[config.mk]
export PLATFORM = sky130hd
export DESIGN_NAME = tmq_ctrl
export DESIGN_NICKNAME = d
export VERILOG_FILES = /design/src/sv/tmq_pkg.sv /design/src/sv/tmq_ctrl.sv
export SDC_FILE = /design/constraint.sdc
export NUM_CORES = 1
export LEC_CHECK = 0
export BUFFER_PORTS_ARGS = -buffer_cell sky130_fd_sc_hd__buf_2
export CAP_MARGIN = 10
export CORE_UTILIZATION = 32
export DETAILED_ROUTE_END_ITERATION = 10
export GPL_TIMING_DRIVEN = 0
export HOLD_SLACK_MARGIN = 0.02
export PLACE_DENSITY = 0.59
export SYNTH_ARGS = -nofsm -noshare
export SYNTH_HDL_FRONTEND = slang
export SYNTH_SLANG_ARGS = --single-unit
[constraint.sdc]
create_clock -name clk_i -period 5 [get_ports clk_i]
set_input_delay 1 -clock clk_i [delete_from_list [all_inputs] [get_ports clk_i]]
set_output_delay 1 -clock clk_i [all_outputs]
set_load 0.01 [all_outputs]
[src/sv/tmq_pkg.sv]
`default_nettype none
package tmq_pkg;

  localparam int unsigned QueueDepthDefault = 16;
  localparam int unsigned TagWidthDefault   = 16;

  localparam logic [2:0] FUNC_ENQUEUE      = 3'd0;
  localparam logic [2:0] FUNC_POP_DUE      = 3'd1;
  localparam logic [2:0] FUNC_QUERY        = 3'd2;
  localparam logic [2:0] FUNC_REMOVE_FIRST = 3'd3;
  localparam logic [2:0] FUNC_REMOVE_ALL   = 3'd4;
  localparam logic [2:0] FUNC_QUIT_SAFE    = 3'd5;
  localparam logic [2:0] FUNC_QUIT_NOW     = 3'd6;

  localparam logic [2:0] ST_OK        = 3'd0;
  localparam logic [2:0] ST_NO_TARGET = 3'd1;
  localparam logic [2:0] ST_QUIT      = 3'd2;
  localparam logic [2:0] ST_FULL      = 3'd3;
  localparam logic [2:0] ST_EMPTY     = 3'd4;
  localparam logic [2:0] ST_NOT_DUE   = 3'd5;
  localparam logic [2:0] ST_FOUND     = 3'd6;
  localparam logic [2:0] ST_NOT_FOUND = 3'd7;

  typedef struct packed {
    logic [2:0]  func;
    logic [63:0] time_value;
    logic [15:0] msg_id;
    logic [31:0] what;
    logic [31:0] what_max;
    logic [31:0] arg1;
    logic [31:0] arg2;
    logic [15:0] target_id;
    logic [15:0] runnable_id;
    logic [15:0] callback_id;
    logic [6:0]  match_mask;
  } req_t;

  typedef struct packed {
    logic [2:0]  status;
    logic [15:0] out_msg_id;
    logic [31:0] out_what;
    logic [31:0] out_arg1;
    logic [31:0] out_arg2;
    logic [15:0] out_target_id;
    logic [15:0] out_runnable_id;
    logic [15:0] out_callback_id;
    logic [63:0] wait_time;
    logic [4:0]  queue_count;
  } rsp_t;

  // Controller to datapath.
  typedef struct packed {
    logic load;      // latch request, zero scan index
    logic scan_inc;  // advance scan index
    logic ins_write; // write request at scan index, shift tail up
    logic del_slot;  // delete entry at scan index
    logic clear;     // empty the queue
    logic set_safe;
    logic set_exit;
    logic hit_set;
    logic rsp_load;  // capture response with given status
    logic pop_out;   // response carries head entry
    logic wait_out;  // response carries wait time
    logic [2:0] status;
  } cmd_t;

  // Datapath to controller.
  typedef struct packed {
    logic [2:0] func;
    logic tgt_zero;
    logic safe;
    logic exited;
    logic full;
    logic empty;
    logic scan_end;  // scan index at count
    logic head_early; // request time zero or earlier than head
    logic slot_le;    // slot time <= request time
    logic head_due;
    logic match;
    logic hit;
  } sts_t;

endpackage
`default_nettype wire

[src/sv/tmq_ctrl.sv]
`default_nettype none
module tmq_ctrl import tmq_pkg::*; (
  input  wire logic clk_i,
  input  wire logic rst_ni,
  input  wire logic start_i,
  input  sts_t      sts_i,
  output cmd_t      cmd_o,
  output logic      busy_o,
  output logic      done_o
);

  localparam logic [2:0] S_IDLE   = 3'd0;
  localparam logic [2:0] S_DECIDE = 3'd1;
  localparam logic [2:0] S_INS    = 3'd2;
  localparam logic [2:0] S_SCAN   = 3'd3;
  localparam logic [2:0] S_DONE   = 3'd4;

  logic [2:0] state_q, state_d;
  logic done_q, done_d;

  always_comb begin
    state_d = state_q;
    cmd_o   = '0;
    done_d  = 1'b0;
    case (state_q)
      S_IDLE: begin
        if (start_i) begin
          cmd_o.load = 1'b1;
          state_d = S_DECIDE;
        end
      end
      S_DECIDE: begin
        cmd_o.rsp_load = 1'b1;
        state_d = S_DONE;
        case (sts_i.func)
          FUNC_ENQUEUE: begin
            if (sts_i.tgt_zero) cmd_o.status = ST_NO_TARGET;
            else if (sts_i.exited || sts_i.safe) cmd_o.status = ST_QUIT;
            else if (sts_i.full) cmd_o.status = ST_FULL;
            else if (sts_i.empty || sts_i.head_early) begin
              cmd_o.ins_write = 1'b1;
              cmd_o.status = ST_OK;
            end else begin
              cmd_o.rsp_load = 1'b0;
              cmd_o.scan_inc = 1'b1;
              state_d = S_INS;
            end
          end
          FUNC_POP_DUE: begin
            if (sts_i.exited) cmd_o.status = ST_QUIT;
            else if (sts_i.empty) cmd_o.status = sts_i.safe ? ST_QUIT : ST_EMPTY;
            else if (sts_i.head_due) begin
              cmd_o.del_slot = 1'b1;
              cmd_o.pop_out = 1'b1;
              cmd_o.status = ST_OK;
            end else begin
              cmd_o.wait_out = 1'b1;
              cmd_o.status = ST_NOT_DUE;
            end
          end
          FUNC_QUERY, FUNC_REMOVE_FIRST, FUNC_REMOVE_ALL: begin
            cmd_o.rsp_load = 1'b0;
            state_d = S_SCAN;
          end
          FUNC_QUIT_SAFE: begin
            if (sts_i.exited) cmd_o.status = ST_QUIT;
            else begin
              cmd_o.set_safe = 1'b1;
              cmd_o.status = ST_OK;
            end
          end
          FUNC_QUIT_NOW: begin
            if (sts_i.exited) cmd_o.status = ST_QUIT;
            else begin
              cmd_o.clear = 1'b1;
              cmd_o.set_exit = 1'b1;
              cmd_o.status = ST_OK;
            end
          end
          default: cmd_o.status = ST_OK;
        endcase
      end
      S_INS: begin
        if (!sts_i.scan_end && sts_i.slot_le) cmd_o.scan_inc = 1'b1;
        else begin
          cmd_o.ins_write = 1'b1;
          cmd_o.rsp_load = 1'b1;
          cmd_o.status = ST_OK;
          state_d = S_DONE;
        end
      end
      S_SCAN: begin
        if (sts_i.scan_end) begin
          cmd_o.rsp_load = 1'b1;
          cmd_o.status = sts_i.hit ? ST_FOUND : ST_NOT_FOUND;
          state_d = S_DONE;
        end else if (sts_i.match) begin
          if (sts_i.func == FUNC_QUERY) begin
            cmd_o.rsp_load = 1'b1;
            cmd_o.status = ST_FOUND;
            state_d = S_DONE;
          end else if (sts_i.func == FUNC_REMOVE_FIRST) begin
            cmd_o.del_slot = 1'b1;
            cmd_o.rsp_load = 1'b1;
            cmd_o.status = ST_FOUND;
            state_d = S_DONE;
          end else begin
            cmd_o.del_slot = 1'b1;
            cmd_o.hit_set = 1'b1;
          end
        end else cmd_o.scan_inc = 1'b1;
      end
      S_DONE: begin
        done_d = 1'b1;
        state_d = S_IDLE;
      end
      default: state_d = S_IDLE;
    endcase
  end

  always_ff @(posedge clk_i or negedge rst_ni) begin
    if (!rst_ni) begin
      state_q <= S_IDLE;
      done_q  <= 1'b0;
    end else begin
      state_q <= state_d;
      done_q  <= done_d;
    end
  end

  assign busy_o = (state_q != S_IDLE);
  assign done_o = done_q;

endmodule
`default_nettype wire

==> metrics.yaml <==
clock_network:
  htree_levels: 1
  cts_hold_buf: 0
  clkTransAtPathRegs_ns: 0.04
  cts_made_buffers: 3
  cts-resized-gates: 0
  postCtsSetupRepairBufs: 0
  cts.sink_count: 4
  clock_latency_ns: 0.23
  cts_root_buf: "clkbuf_4"
  clock_path_buffers: 2
  cts_tree: "done"
route:
  drt_pass1_iterations: 4
  wl_per_cell_um: 11.5
  drt_iter0_drc: 16
  final_antenna_net_count: 0
  drt-total-wl_um: 1440
  drc: 0
  via_per_inst: 5.47
  vias: 684
hold_path:
  hold_class: "reg -> reg"
  hold_path_depth: 1
  min_to: "done_o"
  min_from: "state_q[1]"
sta:
  setup_ws_ns: 1.59
  fin_setup_tns_ns: 0
  timing.fmax_mhz: 293
  fin_crit_sh: 0.682
  setup_viol_count_final: 0
  relSlewSlack: 0.757
  fin_skew_ns: 0.000748
  timing.hold.ws_ns: 0.495
  grt_setup_unrepaired: "no"
  finalHoldViolCount: 0
  fin_crit_ns: 3.41
  slew_viol_final: 0
  tightestPinTransition_ns: 0.365
setup_path:
  r2r_end: "state_q[2]"
  crit_required_ns: 4.00
  end_kind: "output port"
  path_class: "in -> out"
  crit_fanout: 8
  critPathArrivalTime_ns: 2.41
  reg2reg_from: "state_q[2]"
  start_kind: "primary input"
  reg2reg_slack_ns: 3.57
  rr_worst_depth: 3
finish:
  syn_to_final_growth_pct: 37.1
  nets: 128
  multiInputGateArea_um2: 378
  num-fill-cells: 181
  antenna-diode-count: 0
  final_layout_size_suffix_gt1_frac: 0.349
  regArea_um2: 100
floorplan:
  die_height_um: 42.3
  die_area_um2: 1790
  start_util: 0.345
  core_area_um2: 1510
  num_io_pins: 33
  die_x_um: 42.3
  core.rowCount: 14
global_routing:
  grt_pass1_vias: 593
  grt_first_pass_wirelength_um: 2360
  grt_overflow_total: 0
  grt_max_degree: 11
  grt_usage: 0.171
  antenna_found_initial: 0
placement:
  dp_hpwl_um: 1190
  numPortBuffers: 30
  pre_cts_ws_ns: 1.59
  place_congestion: 0.759
synth:
  synth_edf_count: 0
  synth_area_um2: 519
  syn_nets: 93
  synth_cell_type_count: 31
  synth_seq_area_share: 0.193
  async_flop_share: 1.00
  synth_cells: 76
  yosys_warnings: 0
  ys_seq_elements: 4
  synth-main-ff-cell: "dfrtp_1"
  synth_area_per_cell_um2: 6.83
run:
  max_cap_viol_count: 0
power_and_ir_drop:
  irDropWorstVdd_v: 0.000165
  power.density_nw_per_um2: 318
  leakagePower_nw: 0.350
run_status:
  status: "finished clean"
## flip-flops by register name (all words and copies together) (netlist names)
name,count
state_q,3
done_o,1
## synth_stat cells (2+ instances only)
| cell type | n | share of area |
|---|---|---|
| nor2_1 | 10 | 0.072 |
| nand2_1 | 8 | 0.058 |
| nand2b_1 | 6 | 0.072 |
| a21oi_1 | 5 | 0.048 |
| dfrtp_1 | 4 | 0.19 |
| nor3_1 | 4 | 0.039 |
| o21ai_0 | 4 | 0.039 |
| clkbuf_1 | 3 | 0.022 |
| inv_1 | 3 | 0.022 |
| nor2b_1 | 3 | 0.036 |
| o311ai_0 | 3 | 0.051 |
| a31oi_1 | 2 | 0.024 |
| nor4_1 | 2 | 0.024 |
| or4_1 | 2 | 0.029 |
## per-layer routing
metal	up-vias	share of wire	routed length (um)	track usage
li1	345	-	-	-
met1	319	0.48	689	0.220
met4	0	0	0	0.0500
met3	0	0.050	72	0.0517
met5	-	0	0	0
met2	20	0.47	679	0.274
## how the worst max path moves through the flow
stage | cells after the start | startpoint | endpoint
floorplan | 5 | sts_i[12] | cmd_o[1]
global placement | 5 | sts_i[11] | cmd_o[5]
detailed placement | 5 | sts_i[11] | cmd_o[5]
CTS | 5 | sts_i[11] | cmd_o[5]
global route | 5 | sts_i[11] | cmd_o[5]
finish | 5 | sts_i[11] | cmd_o[5]
## power by group
part,switching (mW),internal [mW],total [mW]
sequential,0.00669,0.0442,0.0509
combinational,0.0758,0.0596,0.135
clock,0.0131,0.0268,0.0399
total,0.0955,0.131,0.226
## per-stage QoR
| step | cells | cell area (um^2) | power, mW | utilization |
|---|---|---|---|---|
| after floorplan | 76 | 519 | 0.141 | - |
| after global placement | 122 | 689 | 0.187 | 0.458 |
| after detailed placement | 122 | 689 | 0.188 | 0.458 |
| after CTS | 125 | 712 | 0.230 | 0.473 |
| after global routing | 125 | 712 | 0.250 | 0.473 |
| final | 125 | 712 | 0.226 | 0.473 |
## cell type report
cell class	instances	share of cell area
Buffer	5	0.0422
Clock buffer	3	0.0316
Inverter	3	0.0158
Multi-Input combinational cell	64	0.531
Sequential cell	4	0.141
Tap cell	16	0.0281
Timing Repair Buffer	30	0.211
## layout by cell type (no fill, tap or decap), types with 4 or more instances in the layout
| master | n |
|---|---|
| buf_2 | 30 |
| nor2_1 | 10 |
| nand2_1 | 8 |
| nand2b_1 | 6 |
| a21oi_1 | 5 |
| nor3_1 | 4 |
| o21ai_0 | 4 |
| dfrtp_1 | 4 |
## cell families (layout without fill, tap and decap cells)
| kind of cell | after synthesis | in the layout | share of synthesized area |
|---|---|---|---|
| compound gates | 20 | 20 | 0.248 |
| buf+inv | 8 | 41 | 0.0795 |
| simple gates | 44 | 44 | 0.480 |
| flops | 4 | 4 | 0.193 |
## worst max-delay path: stages
cell,delay [ns]
buf_2,0.14
or4_1,0.57
nor4b_2,0.34
o311ai_0,0.19
buf_2,0.17
No activity file was read; power rests on OpenSTA's default activity.
